--- config.mk ---
export PLATFORM = sky130hd
export DESIGN_NAME = ptop_queue
export DESIGN_NICKNAME = d
export VERILOG_FILES = /design/src/rtl/ptop_pkg.sv /design/src/rtl/ptop_queue.sv
export SDC_FILE = /design/constraint.sdc
export NUM_CORES = 1
export LEC_CHECK = 0
export BUFFER_PORTS_ARGS = -buffer_cell sky130_fd_sc_hd__buf_2
export CORE_AREA = 2 2 156 158
export DETAILED_ROUTE_END_ITERATION = 7
export DIE_AREA = 0 0 158 160
export HOLD_SLACK_MARGIN = 0.02
export PLACE_DENSITY = 0.77
export SETUP_SLACK_MARGIN = 0.4
export SLEW_MARGIN = 10
export SYNTH_ARGS = -nofsm -noshare
export SYNTH_HDL_FRONTEND = slang
export SYNTH_SLANG_ARGS = --single-unit
--- constraint.sdc ---
create_clock -name clk -period 9.8 [get_ports clk]
set_clock_uncertainty 0.05 [all_clocks]
set_input_delay 2.94 -clock clk [delete_from_list [all_inputs] [get_ports clk]]
set_output_delay 2.94 -clock clk [all_outputs]
set_load 0.02 [all_outputs]
--- src/rtl/ptop_pkg.sv ---
// ----------------------------------------------------------------------------
// ptop_pkg
// shared types and constants of the periodic tick overrun policy block
// ----------------------------------------------------------------------------
package ptop_pkg;

	localparam int IDX_W     = 40;   // period index and delivery number
	localparam int TIME_W    = 64;   // elapsed time in ms
	localparam int LATE_W    = 30;
	localparam int FC_W      = 32;   // fire count / skipped ticks
	localparam int PERIOD_W  = 24;
	localparam int MODE_W    = 2;
	localparam int LIMIT_W   = 7;
	localparam int CNT_W     = 7;    // ticks per report, up to 64
	localparam int HALF_W    = IDX_W / 2;
	localparam int PP_W      = PERIOD_W + HALF_W;
	localparam int WR_IDX_W  = 2;
	localparam int WR_DATA_W = 24;

	localparam int MAX_BURST_DEF   = 64;
	localparam int QUEUE_DEPTH_DEF = 2;

	// overrun modes
	localparam logic [MODE_W-1:0] MODE_COALESCE = 2'd0;
	localparam logic [MODE_W-1:0] MODE_DELAY    = 2'd1;
	localparam logic [MODE_W-1:0] MODE_CATCHUP  = 2'd2;

	// register indexes
	localparam logic [WR_IDX_W-1:0] REG_MODE   = 2'd0;
	localparam logic [WR_IDX_W-1:0] REG_PERIOD = 2'd1;
	localparam logic [WR_IDX_W-1:0] REG_LIMIT  = 2'd2;

	localparam logic [MODE_W-1:0]   MODE_RST   = MODE_COALESCE;
	localparam logic [PERIOD_W-1:0] PERIOD_RST = 24'd1000;
	localparam logic [LIMIT_W-1:0]  LIMIT_RST  = 7'd1;

	localparam logic [LATE_W-1:0] LATE_MAX = {LATE_W{1'b1}};

	// one classified report, handed from front to back
	typedef struct packed {
		logic [IDX_W-1:0] first_idx;
		logic [IDX_W-1:0] started_idx;
		logic [IDX_W-1:0] base_dn;
		logic [FC_W-1:0]  skipped;
		logic [CNT_W-1:0] count;
	} entry_t;

endpackage

--- src/rtl/ptop_queue.sv ---
// ----------------------------------------------------------------------------
// ptop_queue
// short queue of classified reports between front and back
// ----------------------------------------------------------------------------
module ptop_queue #(
	parameter int DEPTH = ptop_pkg::QUEUE_DEPTH_DEF
) (
	input  logic             clk,
	input  logic             arst_n,
	input  logic             push,
	input  ptop_pkg::entry_t push_entry,
	input  logic             pop,
	output ptop_pkg::entry_t head,
	output logic             full,
	output logic             empty
);

	localparam int PTR_W = (DEPTH > 1) ? $clog2(DEPTH) : 1;
	localparam int CNT_W = $clog2(DEPTH + 1);
	localparam logic [PTR_W-1:0] PTR_LAST = PTR_W'(DEPTH - 1);

	ptop_pkg::entry_t slot_q [DEPTH];
	logic [PTR_W-1:0] wr_ptr_q;
	logic [PTR_W-1:0] rd_ptr_q;
	logic [CNT_W-1:0] fill_q;

	assign full  = (fill_q == CNT_W'(DEPTH));
	assign empty = (fill_q == '0);
	assign head  = slot_q[rd_ptr_q];

	always_ff @(posedge clk) begin
		if (push) begin
			slot_q[wr_ptr_q] <= push_entry;
		end
	end

	always_ff @(posedge clk or negedge arst_n) begin
		if (!arst_n) begin
			wr_ptr_q <= '0;
			rd_ptr_q <= '0;
			fill_q   <= '0;
		end else begin
			if (push) begin
				wr_ptr_q <= (wr_ptr_q == PTR_LAST) ? '0 : wr_ptr_q + PTR_W'(1);
			end
			if (pop) begin
				rd_ptr_q <= (rd_ptr_q == PTR_LAST) ? '0 : rd_ptr_q + PTR_W'(1);
			end
			case ({push, pop})
				2'b10:   fill_q <= fill_q + CNT_W'(1);
				2'b01:   fill_q <= fill_q - CNT_W'(1);
				default: fill_q <= fill_q;
			endcase
		end
	end

	a_no_overflow: assert property (@(posedge clk) disable iff (!arst_n)
		!(push && full) && !(pop && empty) && fill_q <= CNT_W'(DEPTH))
		else $error("queue overflow or underflow");

endmodule

==> metrics.md, run 1 <==
| Metric | Value |
|---|---|
| Status | `finished clean` |
| CTS tree | `built` |
| Post-synth top area share | `79.2%` |
| Placement Rows | `57` |
| DP HPWL | `15800 µm` |
| Sequential share of power | `41.6%` |
| Critical Path Source Type | `register` |
| Final Total Pwr | `4.63 mW` |
| Placer congestion estimate | `0.744` |
| Num ports | `324` |
| Via density | `4.92` |
| Period utilization | `63.1%` |
| Sink Count | `322` |
| Hold_buf cts | `0` |
| Synth unique cells | `13` |
| First-pass GRT wire length | `34200 µm` |
| Hold Crit Class | `register to register` |
| Post-CTS Setup Inserts | `0` |
| Vias | `5960` |
| Die width | `158 µm` |
| Iteration-0 DRC Markers | `269` |
| Worst EP required | `6.81 ns` |
| Worst Hold Margin | `0.441 ns` |
| Worst-path clk slew | `0.05 ns` |
| Pwr/cell area | `307 mW/mm²` |
| Routed wire length | `23400 µm` |
| Fillers | `1772` |
| Final nets | `1023` |
| Syn-to-layout area delta | `25.0%` |
| Ys async rst share | `1.24%` |
| # DRC | `0` |
| Dominant synthesized flop cell | `edfxtp_1` |
| Full die area | `0.0253 mm²` |
| Worst-path fanout max | `53` |
| Clk_lat worst skew | `0.48 ns` |
| Syn avg cell area | `23.6 µm²` |
| Sw frac | `30.8%` |
| WP data arrival | `3.20 ns` |
| CTS buffer count | `34` |
| Ys Warns | `0` |
| Slew headroom | `29.3%` |
| Drt wl/cell | `19.3 µm` |
| Mapped cell area | `0.0121 mm²` |
| CP endpoint kind | `output pin` |
| Max cap viols | `0` |
| Synthesized flop and latch total | `322` |
| Max Freq | `162 MHz` |
| Largest net degree at the start of global routing | `79` |
| Worst-Margin Slew | `1.06 ns` |
| Clock share of power | `26.1%` |
| Leak | `5.97 nW` |
| Post-detailed-route count of antenna-violating nets | `0` |
| Final Setup Violations | `0` |
| Internal Power | `3.20 mW` |
| PortBufs | `323` |
| Area leader, netlist | `edfxtp_1` |
| Most numerous cell in the Yosys netlist | `edfxtp_1` |
| Placed insts | `1147` |
| Register area share after synthesis | `80.0%` |
| Initial DRT Pass Iterations | `4` |
| Global route total overflow | `0` |
| Fraction of layout cells with a size suffix above 1 | `61.0%` |
| Initial antenna violation count | `7` |
| DIE HEIGHT | `160 µm` |
| RSZ-0062 raised after global routing | `false` |
| Final setup TNS | `0 ns` |
| CTS Buffer Depth | `3` |
| Minimum clock period | `6.19 ns` |
| Post-cts sizing count | `0` |
| Number of synthesized flops with an enable pin | `318` |
| Vias in the first global route | `6223` |
| # H-tree levels | `2` |
| Slew Limit Fails | `0` |
| Post-Synthesis Cells | `511` |
| Root buffer cell | `clkbuf_16` |
| Fin. Hold Viols | `0` |
| Starting Density | `50.6%` |
| Most frequent cells after synthesis | `edfxtp_1 (318), mux2_4 (100), mux2_2 (59), buf_6 (12), buf_2 (6)` |
| P_sw | `1.43 mW` |
| GRT Total Usage | `17.9%` |
| R2R Setup Slk | `7.40 ns` |
| Post-Place Setup Slack | `4.10 ns` |
| Worst Setup Path Type | `register to output pin` |
| Synthesized Nets | `675` |
| Combinational Power Share | `32.3%` |
| Core area | `0.0238 mm²` |
| Post-route insts no fill | `1212` |
| Final setup margin | `3.61 ns` |
| Synth area leaders | `edfxtp_1 (79%), mux2_4 (12%), mux2_2 (5.5%)` |
| Maximum vdd drop | `188 µV` |
==> stage by stage <==
step / area (µm²) / utilization, %
2_1_floorplan: 12100 / -
3_3_place_gp: 14000 / 58.7
3_5_place_dp: 14000 / 58.7
4_1_cts: 15100 / 63.3
5_1_grt: 15100 / 63.3
6_report: 15100 / 63.3
==> area by class of cell <==
class | instances | area [µm²] | share of cell area (%)
Inverter | 1 | 3.75 | 0.0249
Clock inverter | 15 | 97.6 | 0.647
Timing Repair Buffer | 330 | 1670 | 11.1
Sequential cell | 322 | 9650 | 64.0
Multi-Input combinational cell | 170 | 2260 | 15.0
Antenna cell | 4 | 10.0 | 0.0664
Tap cell | 324 | 405 | 2.69
Clock buffer | 46 | 990 | 6.56
==> registers in the layout, indices dropped and copies added (netlist names) <==
| register | cells |
|---|---|
| fill_q | 2 |
| rd_ptr_q | 1 |
| slot_q | 318 |
| wr_ptr_q | 1 |
==> layout by cell type (no fill, tap or decap), drive strengths merged <==
| master | n |
|---|---|
| and2 | 1 |
| xnor2 | 2 |
| dfrtp | 4 |
| inv | 1 |
| clkinv | 14 |
| buf | 330 |
| edfxtp | 318 |
| bufinv | 1 |
| clkbuf | 46 |
| nor2b | 1 |
| mux2 | 159 |
| diode | 4 |
| nor2 | 3 |
| xor2 | 3 |
| ha | 1 |
==> routing by layer <==
| metal | wire (µm) | share of wire [%] | vias to the layer above | GRT usage [%] |
|---|---|---|---|---|
| met5 | 25 | 0.11 | - | 0 |
| met4 | 537 | 2.3 | 4 | 6.14 |
| met3 | 2280 | 9.8 | 45 | 6.19 |
| met2 | 11600 | 50 | 262 | 30.3 |
| met1 | 8880 | 38 | 2901 | 21.5 |
| li1 | - | - | 2748 | - |
==> critical path, stage by stage (launching register included) <==
cell and delay, ns:
dfrtp_4 0.68, buf_4 0.67, buf_4 0.71, mux2_4 0.35, buf_2 0.16
==> cell families (layout without fill, tap and decap cells) <==
group,Yosys count,count (layout),share of synthesized area [%]
and+or+nand+nor,5,5,0.197
other,0,4,0
buffers and inverters,19,392,1.40
adders and majority gates,1,1,0.104
xor gates and xnor gates,5,5,0.363
DFF,322,322,80.0
muxes,159,159,18.0
==> power groups by stage <==
| stage | logic, mW | clock network (mW) | registers, mW |
|---|---|---|---|
| final | 1.50 | 1.21 | 1.93 |
| after global routing | 1.59 | 1.30 | 1.95 |
| after CTS | 1.52 | 1.24 | 1.93 |
| after detailed placement | 1.51 | 0 | 1.96 |
| after global placement | 1.50 | 0 | 1.94 |
| after floorplan | 1.15 | 0 | 1.94 |
==> worst paths after layout <==
kind,startpoint,end,cells after the start
min reg2reg,fill_q[1],fill_q[1],1
min in group asynchronous,arst_n,wr_ptr_q,1
max in group asynchronous,arst_n,rd_ptr_q,1
min,fill_q[1],fill_q[1],1
max reg2reg,wr_ptr_q,slot_q[0][36],2
max,rd_ptr_q,head[43],4
No activity file was read; power rests on OpenSTA's default activity.
==> run 2, diff against run 1 <==
- CORE_AREA: 2 2 156 158 -> 2 2 164 166
- DIE_AREA: 0 0 158 160 -> 0 0 166 168
- PLACE_DENSITY: 0.77 -> 0.73
- clock period: 9.8 -> 5.3 ns (I/O delays scaled with it)
==> run 2 against run 1 <==
Compared with the run above: clock power up 79%; register-to-register slack worse by 4.2 ns; non-clock buffer count up 2; global-route usage down 2.0 points; die area up 10%; count of clock-buffer cells in the layout down 1; total power up 84%; combinational power up 85%; critical endpoint is now head[152]; largest power group unchanged; highest routed layer unchanged.
==> metrics.md, run 2 (synthesis results as in run 1) <==
| Metric | Value |
|---|---|
| Status | `finished clean` |
| Worst Setup Path Type | `register to output pin` |
| Post-detailed-route count of antenna-violating nets | `0 (unchanged)` |
| Hold_buf cts | `0 (unchanged)` |
| Most flop-heavy register | `slot_q` |
| Commonest non-fill, non-tap cell in the layout | `buf_2` |
| Met3 usage | `5.05% (-1.1 points)` |
| Global route total overflow | `0 (unchanged)` |
| Sink Count | `322 (unchanged)` |
| Min-Delay Endpoint | `fill_q[1]` |
| CP max stage cell | `dfrtp_4` |
| CTS buffer count | `34 (unchanged)` |
| Post-cts sizing count | `0 (unchanged)` |
| Largest net degree at the start of global routing | `79 (unchanged)` |
| Worst-path cell chain | `buf_4 -> mux2_2 -> buf_2` |
| Die width | `166 µm (+5.1%)` |
| Busiest layer in global routing | `met2` |
| Worst-Margin Slew | `0.742 ns (-0.319 ns)` |
| Core area | `0.0264 mm² (+11%)` |
| Final nets | `1025 (+0.20%)` |
| Vias | `5959 (-0.017%)` |
| Clock share of power | `25.5% (-0.6 points)` |
| Final setup TNS | `0 ns (unchanged)` |
| Hold Crit Class | `register to register` |
| P_sw | `2.68 mW (+88%)` |
| PortBufs | `323 (unchanged)` |
| Max FFs per register | `318 (unchanged)` |
| Final Setup Violations | `0 (unchanged)` |
| CP peak stage delay | `0.81 ns (+0.10 ns)` |
| Max Freq | `244 MHz` |
| Post-CTS Setup Inserts | `0 (unchanged)` |
| Pwr/cell area | `565 mW/mm² (+84%)` |
| Via density | `4.84 (-1.5%)` |
| Worst-path fanout max | `35 (-34%)` |
| Minimum clock period | `4.10 ns` |
| M2 GR Usage | `26.6% (-3.6 points)` |
| Worst EP required | `3.66 ns (-3.15 ns)` |
| Final core occ | `57.3% (-6.0 points)` |
| DIE HEIGHT | `168 µm (+5.0%)` |
| Max cap viols | `0 (unchanged)` |
| Num ports | `324 (unchanged)` |
| Starting Density | `45.8% (-4.9 points)` |
| CP top delay family | `flip-flops` |
| Vias in the first global route | `6106 (-1.9%)` |
| Sw frac | `31.4% (+0.58 points)` |
| RSZ-0062 raised after global routing | `false` |
| Syn-to-layout area delta | `25.2% (about the same)` |
| Worst r2r path cells | `2 (unchanged)` |
| Fillers | `1976 (+12%)` |
| CTS Buffer Depth | `3 (unchanged)` |
| # H-tree levels | `2 (unchanged)` |
| Routed wire length | `23000 µm (-1.7%)` |
| Reg-to-Reg End | `slot_q[1][134]` |
| FF-to-FF Start | `wr_ptr_q` |
| Clk_lat worst skew | `0.49 ns (about the same)` |
| Maximum vdd drop | `362 µV (+93%)` |
| CTS tree | `built` |
| Leak | `5.95 nW (-0.26%)` |
| Placer congestion estimate | `0.797 (+7.1%)` |
| Worst Hold Margin | `0.453 ns (+0.0122 ns)` |
| R2R Setup Slk | `3.22 ns (-4.18 ns)` |
| Most frequent cells in the layout | `buf_2 (323), edfxtp_1 (318), mux2_4 (100)` |
| Initial DRT Pass Iterations | `6 (+2)` |
| Fin. Hold Viols | `0 (unchanged)` |
| Critical Path Source Type | `register` |
| Top flop regs | `slot_q: 318 flops, fill_q: 2 flops` |
| Slew Limit Fails | `0 (unchanged)` |
| First-pass GRT wire length | `34200 µm (+0.26%)` |
| WP buf/inv | `2 (-1)` |
| HP Start | `fill_q[1]` |
| # DRC | `0 (unchanged)` |
| Sequential share of power | `41.9% (+0.3 points)` |
| Internal Power | `5.85 mW (+83%)` |
| Period utilization | `77.3%` |
| Slew headroom | `50.6% (+21 points)` |
| Combinational Power Share | `32.6% (+0.3 points)` |
| Fraction of layout cells with a size suffix above 1 | `60.9% (-0.069 points)` |
| WP data arrival | `2.46 ns (-0.74 ns)` |
| GRT Total Usage | `15.9% (-2.0 points)` |
| DP HPWL | `15300 µm (-3.2%)` |
| Iteration-0 DRC Markers | `398 (+48%)` |
| CP endpoint kind | `output pin` |
| Placement Rows | `60 (+5.3%)` |
| Root buffer cell | `clkbuf_16` |
| Worst-path clk slew | `0.06 ns (about the same)` |
| Met1 Usage GRT | `19.4% (-2.1 points)` |
| Initial antenna violation count | `5 (-2)` |
| Hold depth | `1 (unchanged)` |
| Drt wl/cell | `18.7 µm (-3.2%)` |
| Full die area | `0.0279 mm² (+10%)` |
[run 2: changes by cell type in the layout (fill, tap and decap cells not counted), moves of 2 or more]
cell / previous run / this run
clkinvlp_4: 0 / 2
buf_12: 0 / 3
clkinv_4: 2 / 0
clkbuf_1: 6 / 10
clkbuf_8: 3 / 0
clkinv_1: 8 / 5
clkbuf_16: 37 / 35
[run 2: stage by stage]
step	worst slack [ns]	std cells	cell area (µm²)	total power, mW
after CTS	1.13	1226	15100	8.65
after global routing	1.09	1229	15100	8.88
final	1.20	1230	15100	8.52
after floorplan	0.845	511	12100	5.67
after global placement	1.75	1166	14100	6.40
after detailed placement	1.68	1166	14100	6.45
[run 2: how the worst max path moves through the flow]
stage / start / endpoint / slack, ns / depth (start not counted)
after floorplan: push / slot_q[0][0] / 0.84 / 2
after global placement: rd_ptr_q / head[15] / 1.75 / 3
after detailed placement: rd_ptr_q / head[152] / 1.68 / 3
after CTS: rd_ptr_q / head[152] / 1.13 / 3
after global routing: rd_ptr_q / head[12] / 1.09 / 3
final: rd_ptr_q / head[152] / 1.20 / 3
[run 2: power by group through the flow]
stage / logic [mW] / registers [mW] / clock network (mW)
3_3_place_gp: 2.80 / 3.61 / 0
5_1_grt: 2.94 / 3.61 / 2.33
4_1_cts: 2.83 / 3.58 / 2.24
2_1_floorplan: 2.12 / 3.55 / 0
3_5_place_dp: 2.82 / 3.63 / 0
6_report: 2.78 / 3.57 / 2.17
[run 2: worst register-to-register path: stages, from the launching register on]
cell and delay (ns):
dfrtp_1 0.42, and2_4 0.63, buf_4 0.59
[run 2: layer usage]
layer	vias to the layer above	part of all wire, %
li1	2748	-
met1	2907	40
met2	251	49
met3	51	7.7
met4	2	3.3
met5	-	0.057
[run 2: final cells by class]
cell class | instances | area (µm²) | area share [%]
inverter | 1 | 3.75 | 0.0249
timing repair buffer | 332 | 1720 | 11.4
multi-input combinational | 170 | 2260 | 14.9
sequential | 322 | 9650 | 63.9
tap | 341 | 427 | 2.83
clock inverter | 15 | 114 | 0.754
clock buffer | 45 | 913 | 6.05
antenna | 4 | 10.0 | 0.0663
